===== config.mk =====
export PLATFORM = sky130hd
export DESIGN_NAME = zero_sample_run_trimmer_core
export DESIGN_NICKNAME = d
export VERILOG_FILES = /design/src/hdl/zsrt_pkg.sv /design/src/hdl/zsrt_front.sv /design/src/hdl/zsrt_queue.sv /design/src/hdl/zsrt_back.sv /design/src/hdl/zero_sample_run_trimmer_core.sv
export SDC_FILE = /design/constraint.sdc
export NUM_CORES = 2
export LEC_CHECK = 0
export BUFFER_PORTS_ARGS = -buffer_cell sky130_fd_sc_hd__buf_2
export CAP_MARGIN = 20
export CORE_UTILIZATION = 45
export DETAILED_ROUTE_END_ITERATION = 10
export GPL_TIMING_DRIVEN = 0
export PLACE_DENSITY_LB_ADDON = 0.05
export SETUP_SLACK_MARGIN = 0.02
export SLEW_MARGIN = 20
export SYNTH_ARGS = -nofsm -noshare
export SYNTH_HDL_FRONTEND = slang
export SYNTH_HIERARCHICAL = 1
export SYNTH_SLANG_ARGS = --single-unit

===== constraint.sdc =====
create_clock -name clk -period 23.8 [get_ports clk]
set_input_delay 4.76 -clock clk [delete_from_list [all_inputs] [get_ports clk]]
set_output_delay 4.76 -clock clk [all_outputs]
set_load 0.005 [all_outputs]

===== src/hdl/zsrt_pkg.sv =====
// ----------------------------------------------------------------------------
// zsrt_pkg: shared types and constants of the zero-sample run trimmer
// Holds the word types of both channels, the job word that the front part
// hands to the back part, and the zero test on a y pattern.
// ----------------------------------------------------------------------------
package zsrt_pkg;

  // Width of the kept count on the result port.
  localparam int KEPT_COUNT_W = 16;
  // Default width of the internal saturating kept counter.
  localparam int COUNT_BITS_DEF = 16;
  // Samples held back at the start of a flanking profile.
  localparam int BUF_DEPTH = 3;
  // Candidate results one input word can release.
  localparam int SLOTS = BUF_DEPTH + 1;
  // Default number of jobs between front and back.
  localparam int QUEUE_DEPTH_DEF = 4;
  // Width of the per-profile sample counter, and its saturated value.
  localparam int SEEN_W = 3;
  localparam logic [SEEN_W-1:0] SEEN_SAT = SEEN_W'(BUF_DEPTH + 1);
  localparam logic [SEEN_W-1:0] SEEN_BUF = SEEN_W'(BUF_DEPTH);
  // Magnitude bits of a double pattern.
  localparam logic [63:0] MAG_MASK = 64'h7FFF_FFFF_FFFF_FFFF;

  // Input word.
  typedef struct packed {
    logic [63:0] x_bits;
    logic [63:0] y_bits;
    logic        final_sample;
  } sample_t;

  // Result word.
  typedef struct packed {
    logic [63:0]             out_x;
    logic [63:0]             out_y;
    logic                    sample_valid;
    logic                    profile_end;
    logic [KEPT_COUNT_W-1:0] kept_count;
  } result_t;

  // One (x, y) pair.
  typedef struct packed {
    logic [63:0] x;
    logic [63:0] y;
  } pair_t;

  // Job word: the three held samples and the current one, in output order,
  // with a keep mask, the end-of-profile flag and the final count.
  typedef struct packed {
    pair_t [SLOTS-1:0]       slot;
    logic  [SLOTS-1:0]       keep;
    logic                    final_item;
    logic [KEPT_COUNT_W-1:0] count;
  } job_t;

  // Plus and minus zero both count as zero; NaN patterns count as nonzero.
  function automatic logic is_nonzero(input logic [63:0] y);
    return (y & MAG_MASK) != 64'd0;
  endfunction

endpackage


===== src/hdl/zsrt_front.sv =====
// ----------------------------------------------------------------------------
// zsrt_front: accepts samples and classifies them
// Keeps the look-ahead buffer and the profile state, decides which pending
// samples are kept, and issues one job word for every accepted sample.
// ----------------------------------------------------------------------------
module zsrt_front
  import zsrt_pkg::*;
#(
  parameter int COUNT_BITS = COUNT_BITS_DEF
) (
  input  logic    clk,
  input  logic    rst,
  input  logic    push,
  input  sample_t sample,
  input  logic    cfg_wr_en,
  input  logic    cfg_wr_data,
  input  logic    job_full,
  output logic    accept,
  output job_t    job
);

  localparam logic [COUNT_BITS-1:0] COUNT_MAX = {COUNT_BITS{1'b1}};

  // Registers.
  logic                  keep_flanking;
  logic                  mode_flank;
  logic [SEEN_W-1:0]     samples_seen;
  logic                  before_pending_nonzero;
  logic [COUNT_BITS-1:0] kept_so_far;
  logic [63:0]           held_x [BUF_DEPTH];
  logic [63:0]           held_y [BUF_DEPTH];

  // Next values.
  logic                  mode_next;
  logic [SEEN_W-1:0]     samples_seen_next;
  logic                  before_pending_nonzero_next;
  logic [COUNT_BITS-1:0] kept_so_far_next;

  logic [SLOTS-1:0]      keep;
  logic [2:0]            keep_cnt;
  logic [COUNT_BITS:0]   kept_sum;
  logic                  z0, z1, z2, z3;
  logic                  last;

  assign accept = push && !job_full;
  assign last   = sample.final_sample;

  assign z0 = is_nonzero(held_y[0]);
  assign z1 = is_nonzero(held_y[1]);
  assign z2 = is_nonzero(held_y[2]);
  assign z3 = is_nonzero(sample.y_bits);

  // The mode is taken from the register on the first sample of a profile.
  assign mode_next = (samples_seen == '0) ? keep_flanking : mode_flank;

  // Keep decision for the held samples and the current one.
  always_comb begin
    keep = '0;
    if (!mode_next) begin
      keep[SLOTS-1] = z3;
    end else if (samples_seen < SEEN_BUF) begin
      // A short profile passes whole.
      if (last) begin
        for (int i = 0; i < BUF_DEPTH; i++) begin
          keep[i] = SEEN_W'(i) < samples_seen;
        end
        keep[SLOTS-1] = 1'b1;
      end
    end else if (samples_seen == SEEN_BUF) begin
      keep[0] = z0 || z1;
      keep[1] = z0 || z1 || z2;
      keep[2] = z1 || z2 || z3;
      keep[3] = last && (z3 || z2);
    end else begin
      keep[0] = z0 || z3 || before_pending_nonzero;
      keep[3] = last && (z3 || z0);
    end
  end

  // Saturating kept count.
  always_comb begin
    keep_cnt = '0;
    for (int i = 0; i < SLOTS; i++) begin
      keep_cnt = keep_cnt + 3'(keep[i]);
    end
    kept_sum = {1'b0, kept_so_far} + (COUNT_BITS + 1)'(keep_cnt);
    if (kept_sum > {1'b0, COUNT_MAX}) begin
      kept_so_far_next = COUNT_MAX;
    end else begin
      kept_so_far_next = kept_sum[COUNT_BITS-1:0];
    end
  end

  // Profile counters for the next sample.
  always_comb begin
    samples_seen_next           = samples_seen;
    before_pending_nonzero_next = before_pending_nonzero;
    if (samples_seen != SEEN_SAT) begin
      samples_seen_next = samples_seen + 1'b1;
    end
    if (mode_next && samples_seen == SEEN_BUF) begin
      before_pending_nonzero_next = z2;
    end else if (mode_next && samples_seen == SEEN_SAT) begin
      before_pending_nonzero_next = z0;
    end
    if (last) begin
      samples_seen_next           = '0;
      before_pending_nonzero_next = 1'b0;
    end
  end

  // Job word.
  always_comb begin
    for (int i = 0; i < BUF_DEPTH; i++) begin
      job.slot[i].x = held_x[i];
      job.slot[i].y = held_y[i];
    end
    job.slot[SLOTS-1].x = sample.x_bits;
    job.slot[SLOTS-1].y = sample.y_bits;
    job.keep            = keep;
    job.final_item      = last;
    job.count           = KEPT_COUNT_W'(kept_so_far_next);
  end

  // Configuration and control state.
  always_ff @(posedge clk) begin
    if (rst) begin
      keep_flanking          <= 1'b1;
      mode_flank             <= 1'b1;
      samples_seen           <= '0;
      before_pending_nonzero <= 1'b0;
      kept_so_far            <= '0;
    end else begin
      if (cfg_wr_en) begin
        keep_flanking <= cfg_wr_data;
      end
      if (accept) begin
        mode_flank             <= mode_next;
        samples_seen           <= samples_seen_next;
        before_pending_nonzero <= before_pending_nonzero_next;
        kept_so_far            <= last ? '0 : kept_so_far_next;
      end
    end
  end

  // Look-ahead buffer; past the third sample only entry 0 is in use.
  always_ff @(posedge clk) begin
    if (accept && mode_next) begin
      if (samples_seen < SEEN_BUF) begin
        held_x[samples_seen[1:0]] <= sample.x_bits;
        held_y[samples_seen[1:0]] <= sample.y_bits;
      end else begin
        held_x[0] <= sample.x_bits;
        held_y[0] <= sample.y_bits;
      end
    end
  end

endmodule


===== src/hdl/zsrt_queue.sv =====
// ----------------------------------------------------------------------------
// zsrt_queue: job queue between front and back
// A short first-in first-out queue of job words; the head is visible
// without a pop.
// ----------------------------------------------------------------------------
module zsrt_queue
  import zsrt_pkg::*;
#(
  parameter int DEPTH = QUEUE_DEPTH_DEF
) (
  input  logic clk,
  input  logic rst,
  input  logic wr_en,
  input  job_t wr_job,
  output logic full,
  input  logic rd_en,
  output logic head_valid,
  output job_t head
);

  localparam int AW = (DEPTH > 1) ? $clog2(DEPTH) : 1;
  localparam int CW = $clog2(DEPTH + 1);
  localparam logic [AW-1:0] LAST_PTR = AW'(DEPTH - 1);

  job_t          entry [DEPTH];
  logic [AW-1:0] wr_ptr;
  logic [AW-1:0] rd_ptr;
  logic [CW-1:0] fill;
  logic          do_wr;
  logic          do_rd;

  assign full       = fill == CW'(DEPTH);
  assign head_valid = fill != '0;
  assign head       = entry[rd_ptr];
  assign do_wr      = wr_en && !full;
  assign do_rd      = rd_en && head_valid;

  // Pointers and fill level.
  always_ff @(posedge clk) begin
    if (rst) begin
      wr_ptr <= '0;
      rd_ptr <= '0;
      fill   <= '0;
    end else begin
      if (do_wr) begin
        wr_ptr <= (wr_ptr == LAST_PTR) ? '0 : wr_ptr + 1'b1;
      end
      if (do_rd) begin
        rd_ptr <= (rd_ptr == LAST_PTR) ? '0 : rd_ptr + 1'b1;
      end
      if (do_wr && !do_rd) begin
        fill <= fill + 1'b1;
      end else if (do_rd && !do_wr) begin
        fill <= fill - 1'b1;
      end
    end
  end

  // Entry storage.
  always_ff @(posedge clk) begin
    if (do_wr) begin
      entry[wr_ptr] <= wr_job;
    end
  end

endmodule


===== src/hdl/zsrt_back.sv =====
// ----------------------------------------------------------------------------
// zsrt_back: result sequencer
// Walks the keep mask of the job at the queue head and presents one result
// word per cycle while pop is high, adding an empty end marker where a
// profile's last job has nothing to send.
// ----------------------------------------------------------------------------
module zsrt_back
  import zsrt_pkg::*;
(
  input  logic    clk,
  input  logic    rst,
  input  logic    head_valid,
  input  job_t    head,
  output logic    head_pop,
  input  logic    pop,
  output logic    empty,
  output result_t result
);

  // Slots of the head job already delivered.
  logic [SLOTS-1:0] done;
  logic [SLOTS-1:0] done_next;

  logic [SLOTS-1:0] remain;
  logic [SLOTS-1:0] pick;
  logic [SLOTS-1:0] remain_after;
  logic             has_sample;
  logic             out_valid;
  logic             take;
  logic             is_end;
  logic [63:0]      sel_x;
  logic [63:0]      sel_y;

  assign remain     = head.keep & ~done;
  assign has_sample = remain != '0;

  // Lowest remaining slot goes out first.
  always_comb begin
    pick = '0;
    for (int i = SLOTS - 1; i >= 0; i--) begin
      if (remain[i]) begin
        pick = '0;
        pick[i] = 1'b1;
      end
    end
  end

  assign remain_after = remain & ~pick;

  // Pair selection from the chosen slot.
  always_comb begin
    sel_x = '0;
    sel_y = '0;
    for (int i = 0; i < SLOTS; i++) begin
      sel_x = sel_x | ({64{pick[i]}} & head.slot[i].x);
      sel_y = sel_y | ({64{pick[i]}} & head.slot[i].y);
    end
  end

  // Handshake and head retirement; a job with nothing to send is dropped.
  assign out_valid = head_valid && (has_sample || head.final_item);
  assign empty     = !out_valid;
  assign take      = pop && out_valid;
  assign is_end    = head.final_item && remain_after == '0;
  assign head_pop  = (head_valid && !out_valid) || (take && remain_after == '0);

  // Result word.
  always_comb begin
    result.out_x        = sel_x;
    result.out_y        = sel_y;
    result.sample_valid = has_sample;
    result.profile_end  = is_end;
    result.kept_count   = is_end ? head.count : '0;
  end

  always_comb begin
    done_next = done;
    if (head_pop) begin
      done_next = '0;
    end else if (take) begin
      done_next = done | pick;
    end
  end

  always_ff @(posedge clk) begin
    if (rst) begin
      done <= '0;
    end else begin
      done <= done_next;
    end
  end

  // An empty marker always closes a profile.
  a_marker_ends: assert property (@(posedge clk) disable iff (rst)
    (!empty && !result.sample_valid) |-> result.profile_end)
    else $error("empty marker without profile end");

  // Only slots of the head job's keep mask are ever marked delivered.
  a_done_in_mask: assert property (@(posedge clk) disable iff (rst)
    head_valid |-> ((done & ~head.keep) == '0))
    else $error("delivered slot outside keep mask");

  // Delivering the end of a profile retires the job and clears progress.
  a_end_retires: assert property (@(posedge clk) disable iff (rst)
    (pop && !empty && result.profile_end) |=> (done == '0))
    else $error("progress not cleared after profile end");

  // The head is retired only when there is one.
  a_pop_valid: assert property (@(posedge clk) disable iff (rst)
    head_pop |-> head_valid)
    else $error("job retired from an empty queue");

endmodule


===== src/hdl/zero_sample_run_trimmer_core.sv =====
// ----------------------------------------------------------------------------
// zero_sample_run_trimmer_core: zero-sample run trimmer, top level
// Front part, job queue and result sequencer.
// ----------------------------------------------------------------------------
// A sample word is accepted in every cycle in which push is high and full is
// low; full rises only when QUEUE_DEPTH jobs wait between the classifier and
// the result sequencer. The sequencer delivers one result word per cycle
// while pop is high, so a sample that releases n results holds the queue
// head until all n are taken, while a job with nothing to send and no
// profile end is dropped. In flanking mode a profile's fourth sample
// releases up to four results at once; the queue absorbs such bursts while
// the average stays near one result per sample. There is no clearing pass
// after reset; the block is ready in the first cycle after rst falls.
// keep_flanking is sampled on the first sample of each profile.
module zero_sample_run_trimmer_core
  import zsrt_pkg::*;
#(
  parameter int COUNT_BITS  = COUNT_BITS_DEF,
  parameter int QUEUE_DEPTH = QUEUE_DEPTH_DEF
) (
  input  logic    clk,
  input  logic    rst,
  input  logic    push,
  output logic    full,
  input  sample_t sample,
  input  logic    cfg_wr_en,
  input  logic    cfg_wr_data,
  output logic    empty,
  input  logic    pop,
  output result_t result
);

  logic accept;
  logic job_full;
  job_t job;
  logic head_valid;
  job_t head;
  logic head_pop;

  assign full = job_full;

  // Classifier.
  zsrt_front #(
    .COUNT_BITS (COUNT_BITS)
  ) u_front (
    .clk         (clk),
    .rst         (rst),
    .push        (push),
    .sample      (sample),
    .cfg_wr_en   (cfg_wr_en),
    .cfg_wr_data (cfg_wr_data),
    .job_full    (job_full),
    .accept      (accept),
    .job         (job)
  );

  // Job queue.
  zsrt_queue #(
    .DEPTH (QUEUE_DEPTH)
  ) u_queue (
    .clk        (clk),
    .rst        (rst),
    .wr_en      (accept),
    .wr_job     (job),
    .full       (job_full),
    .rd_en      (head_pop),
    .head_valid (head_valid),
    .head       (head)
  );

  // Result sequencer.
  zsrt_back u_back (
    .clk        (clk),
    .rst        (rst),
    .head_valid (head_valid),
    .head       (head),
    .head_pop   (head_pop),
    .pop        (pop),
    .empty      (empty),
    .result     (result)
  );

endmodule

# ---- Word-level counts from Yosys, hierarchy flattened
# Memory sizes are Yosys's and may differ from the RTL's. A register that Yosys moved wholly into a read port is not among the register bits.
# Index checks and enable logic that the tools add are counted.
# W data, S select, Z words.
dict set report classes {
  muxes 40
  n_reduce_logical 44
  add_sub_neg 9
  n_mul 0
  n_eq_ne 6
  n_bitwise 19
  shift 0
  magnitude_cmp 5
  div_mod_pow 0
}
# operator n
set op_table {}
lappend op_table {{$and A64 B64 Y64} 8}
lappend op_table {{$or A64 B64 Y64} 6}
lappend op_table {{$reduce_bool A64 Y1} 4}
lappend op_table {{$mux W64} 2}
lappend op_table {{$reduce_or A64 Y1} 2}
lappend op_table {{$mux W16} 3}
lappend op_table {{$mux W4} 6}
lappend op_table {{$add A16 B3 Y17} 1}
lappend op_table {{$gt A17 B16 Y1 const B} 1}
lappend op_table {{$mux W1} 17}
lappend op_table {{$logic_and A1 B1 Y1} 15}
lappend op_table {{$mux W3} 5}
lappend op_table {{$mux W2} 7}
lappend op_table {{$logic_or A1 B1 Y1} 9}
lappend op_table {{$and A4 B4 Y4} 2}
lappend op_table {{$not A4 Y4} 2}
lappend op_table {{$add A3 B1 Y3} 2}
lappend op_table {{$add A3 B1 Y3 const B} 2}
lappend op_table {{$eq A3 B3 Y1 const B} 2}
lappend op_table {{$lt A1 B3 Y1 const A} 2}
lappend op_table {{$reduce_bool A3 Y1} 2}
lappend op_table {{$add A2 B1 Y2 const B} 2}
lappend op_table {{$eq A2 B2 Y1 const B} 2}
lappend op_table {{$logic_not A1 Y1} 4}
lappend op_table {{other kinds (13)} 15}
dict set report totals {
  elab_cells 135
  mem_bits_rw 2516
  mem_count 3
  rom_bits 0
  latchBits 0
  output_inout_bits 148
  inputBits 135
  register_bits 33
}
# name words width rd rd_clocked_by_memory_dff wr line
set mem_list {}
lappend mem_list {u_queue.entry 4 533 1 1 1 zsrt_queue.sv:25} ;# job_t entry [DEPTH];
lappend mem_list {u_front.held_x 3 64 3 0 1 zsrt_front.sv:30} ;# logic [63:0] held_x [BUF_DEPTH];
lappend mem_list {u_front.held_y 3 64 3 0 1 zsrt_front.sv:31} ;# logic [63:0] held_y [BUF_DEPTH];

# ---- Depth between registers and ports, before layout
dict set report depth {
  ltp_word 15
  ltp_mapped 20
  ltp_nobuf 18
}

# ---- Cells and area by module
# The synthesis kept the hierarchy.
# mod cells_per_inst area_per_inst_um2 n_inst
set by_module_without_submodules {}
lappend by_module_without_submodules {zsrt_queue 2833 77330.4 1}
lappend by_module_without_submodules {zsrt_front 816 14730.4 1}
lappend by_module_without_submodules {zsrt_back 526 3469.6 1}

# ---- Worst setup path after synthesis
# Ideal clock, no wire load.
dict set report synth_timing {
  kind {input-to-reg}
  from {input push}
  to {memory u_queue/entry[3][0] (netlist name) (enable)}
  path_stages 4
  t_required_ns 22.830
  path_slack_ns 5.267
  arrival_ns 17.563
  n_path_buf 1
  cell_sequence {nand2b_1 > clkinv_1 > buf_1 > and3_1}
}
dict set report synth_between {
  elab_chain_len 4
}
# item line
set synth_rtl {}
lappend synth_rtl {{from (decl)} zero_sample_run_trimmer_core.sv:23} ;# input logic push,
lappend synth_rtl {{$logic_and A1 B1 Y1} zsrt_front.sv:45} ;# assign accept = push && !job_full;
lappend synth_rtl {{named net accept} zero_sample_run_trimmer_core.sv:33} ;# logic accept;
lappend synth_rtl {{$logic_and A1 B1 Y1} zsrt_queue.sv:35} ;# assign do_wr = wr_en && !full;
lappend synth_rtl {{$mux W1} zsrt_queue.sv:61} ;# if (do_wr) begin
lappend synth_rtl {{$mux W1 (implied by the code)} zsrt_queue.sv:62} ;# entry[wr_ptr] <= wr_job;
lappend synth_rtl {{to (decl)} zsrt_queue.sv:25}
# The timed path passes the listed nets, and every way through them passes these cells.

==> results.cfg <==
[outcome]
outcome = complete, no violations

[global_routing]
track_usage = 0.223
grt_max_degree = 43
grt_overflow_total = 0
antenna_found_initial = 26
grt_pass1_vias = 46100
grt_pass1_wl_um = 340000

[synthesis]
yosysWarnings = 6
synth_simple_gate_area_frac = 0.0144
synthFlopType = edfxtp_1
yosysSeqAreaShare = 0.798
synth-xor-area-share = 0.00101
postSynthAreaPerCell_um2 = 22.9
yosysUniqueCellTypes = 73
synth_top_family_by_area = multiplexers
ys_ff_latch = 2551
synth_edf_count = 2516
synth_compound_area_frac = 0.0327
synthCells = 4175
synth_nets = 4324
synthMuxAreaShare = 0.126
synthArstFlopShare = 0
syn_area_um2 = 95500
synthAdderAreaFrac = 0.00237

[route]
drc = 0
antenna_left = 0
dr_total_vias = 44900
wirelength_um = 238000
dr.pass1.iters = 5
dr.first_iter.drc_count = 4350
detail_route.wl_per_cell_um = 30.3
viasPerCell = 5.72

[layout]
area_growth_syn_to_layout_pct = 16.4
fin_cells = 7858
final_util = 0.529
drive_gt1_frac = 0.320
finalNetCount = 5009

[sta]
tns_ns = 0
fmax_mhz = 96.4
period_needed_ns = 10.37
maxSlewHeadroom = 0.184
hold_viol = 0
tightest_slew_ns = 1.21
rsz0062_at_grt = no
finalClockSkew_ns = 0.0388
slew_viol_final = 0
timing.final.crit_share = 0.436
setup_viol_count_final = 0

[placed_design]
gp_congestion = 0.752
hpwl_um = 152000
dp_cells = 7376
io_buffers = 281

[floorplan]
die_w_um = 463
fp-row-count = 168
die_h_um = 463
dieArea_um2 = 214000
floorplan.initialDensity = 0.454
ioPinCount = 283
coreArea_um2 = 210000

[worst_setup_path]
crit_family = buffers and inverters
regToRegSetupSlack_ns = 17.04
cpPeakStageDelay_ns = 0.75
crit_chain = buf_4 -> clkbuf_1 -> mux4_2 -> nor2b_4 -> buf_4 -> buf_4 -> clkbuf_1 -> a22oi_1 -> o21ai_1 -> buf_2
regToRegStartpoint = u_front/held_y[1][0]
path_common_cell = buf_4
end_kind = output port
critical_path_class = reg2out
worst_ep_required_time_ns = 19.04
start_kind = register
critPathArrivalTime_ns = 5.61
crit_buf_inv = 6
critPathMaxFanout = 10
slowest_stage = clkbuf_1

[cts]
cts_hold_buf = 0
cts_tree = built
root_buffer = clkbuf_16
cts_resized = 0
numCtsBuffers = 287
cts_setup_buffers = 0
worstSkewPairLatency_ns = 0.92
cts-htree-levels = 5
clock_path_buffers = 4
clkTransAtPathRegs_ns = 0.06
clock-sinks = 2551

[power]
power.internal_mw = 8.96
p_leak_nw = 35.4
clockPowerShare = 0.328
power.switching_mw = 3.41
combPwrFrac = 0.213
p_sw_frac = 0.276
vdd_ir_drop_max_uv = 87.1
power_density_nw_per_um2 = 111
pwr-share-seq = 0.459

[job]
cap_violations = 0

[min_path]
hp-start = u_front/held_x[0][50]
hp-class = reg2reg
[worst paths after layout]
kind | to | cells past startpoint
max | result[79] | 10
min | u_queue/entry[0][135] | 0
max reg2reg | u_queue/entry[1][6] | 16
min reg2reg | u_queue/entry[0][135] | 0
[final cells by class]
class	instances	area (um2)
clock buffers	368	7660
repair buffers	396	3600
multi-input cells	1263	17000
fillers	16400	99000
plain buffers	339	2320
clock inverters	105	783
well taps	2805	3510
inverters	22	82.6
flip-flops and latches	2551	76300
diodes	9	22.5
[layout by cell type, fill, tap and decap left out, types with 6 or more instances in the layout]
cell type,count
edfxtp_1,2516
mux4_2,533
buf_2,389
clkbuf_16,295
a22oi_1,249
buf_4,164
clkbuf_1,111
o21ai_1,110
nor4_1,58
clkinv_1,55
buf_16,53
buf_6,48
nor2_1,43
nand2_1,39
dfxtp_1,35
clkinv_2,33
o21ai_0,28
a21oi_1,28
buf_12,27
inv_1,19
nor3_1,19
nand4_1,18
bufinv_16,12
buf_1,11
a22oi_2,10
nand3_1,10
nor4_2,10
ha_1,10
diode_2,9
nand2b_1,7
a31oi_1,7
xnor2_1,6
[state kept, by name (all words and copies together) (netlist names), named ones only]
signal,flops
u_front/samples_seen,3
u_queue/rd_ptr,2
u_queue/fill,3
u_front/kept_so_far,16
u_back/done,4
u_front/before_pending_nonzero,1
u_front/mode_flank,1
u_front/keep_flanking,1
u_front/held_x,192
u_queue/wr_ptr,2
u_queue/entry,2132
u_front/held_y,192
[cell usage after synthesis, drive strengths merged, types with 2 or more instances]
cell type | instances | area share
a211o | 2 | 0.00018
a211oi | 2 | 0.00029
a21oi | 30 | 0.0016
a22oi | 260 | 0.021
a311oi | 3 | 0.00028
a31oi | 7 | 0.00046
a41oi | 4 | 0.00037
and3 | 10 | 0.00065
and4 | 2 | 0.00018
buf | 296 | 0.023
clkbuf | 43 | 0.0017
clkinv | 2 | 0.000079
dfxtp | 35 | 0.0073
edfxtp | 2516 | 0.79
fa | 4 | 0.00084
ha | 10 | 0.0013
inv | 20 | 0.00079
maj3 | 2 | 0.00022
mux2 | 2 | 0.00024
mux2i | 3 | 0.00031
mux4 | 533 | 0.13
nand2 | 39 | 0.0015
nand2b | 8 | 0.00055
nand3 | 11 | 0.00071
nand4 | 21 | 0.0018
nor2 | 43 | 0.0017
nor2b | 3 | 0.00022
nor3 | 20 | 0.0011
nor3b | 2 | 0.00039
nor4 | 69 | 0.0047
o21ai | 138 | 0.0072
o31ai | 3 | 0.00024
or3 | 3 | 0.00020
or3b | 2 | 0.00018
xnor2 | 6 | 0.00055
xor2 | 5 | 0.00046
[routing by layer]
layer / wire, um / vias to the layer above / global-route usage
li1: - / 19100 / -
met1: 105000 / 24100 / 0.326
met2: 112000 / 1437 / 0.343
met3: 15800 / 313 / 0.0437
met4: 5840 / 14 / 0.0627
met5: 80 / - / 0
[metrics by stage]
stage | hold slack, ns | total power [mW] | setup WS, ns | area, um2
global placement | 0.471 | 9.04 | -13.19 | 100000
finish | 0.481 | 12.4 | 13.43 | 111000
floorplan | 0.459 | 7.53 | 5.27 | 95500
global route | 0.507 | 12.9 | 13.10 | 111000
CTS | 0.485 | 12.5 | 13.27 | 111000
detailed placement | 0.482 | 8.47 | 12.65 | 103000
[power groups by stage]
stage	Clock [mW]	Sequential (mW)	Combinational, mW
2_1_floorplan	0	6.08	1.45
6_report	4.06	5.67	2.64
4_1_cts	4.15	5.68	2.71
3_5_place_dp	0	5.77	2.70
5_1_grt	4.32	5.72	2.82
3_3_place_gp	0	6.49	2.54
[kinds of logic after synthesis]
| group | count (synthesis) |
|---|---|
| buffers and inverters | 361 |
| XOR/XNOR | 11 |
| adder cells (fa/ha/maj) | 16 |
| flip-flops | 2551 |
| AO/OA/AOI/OAI | 459 |
| AND/OR/NAND/NOR | 239 |
| multiplexers | 538 |
(Power assumes the default switching activity.)
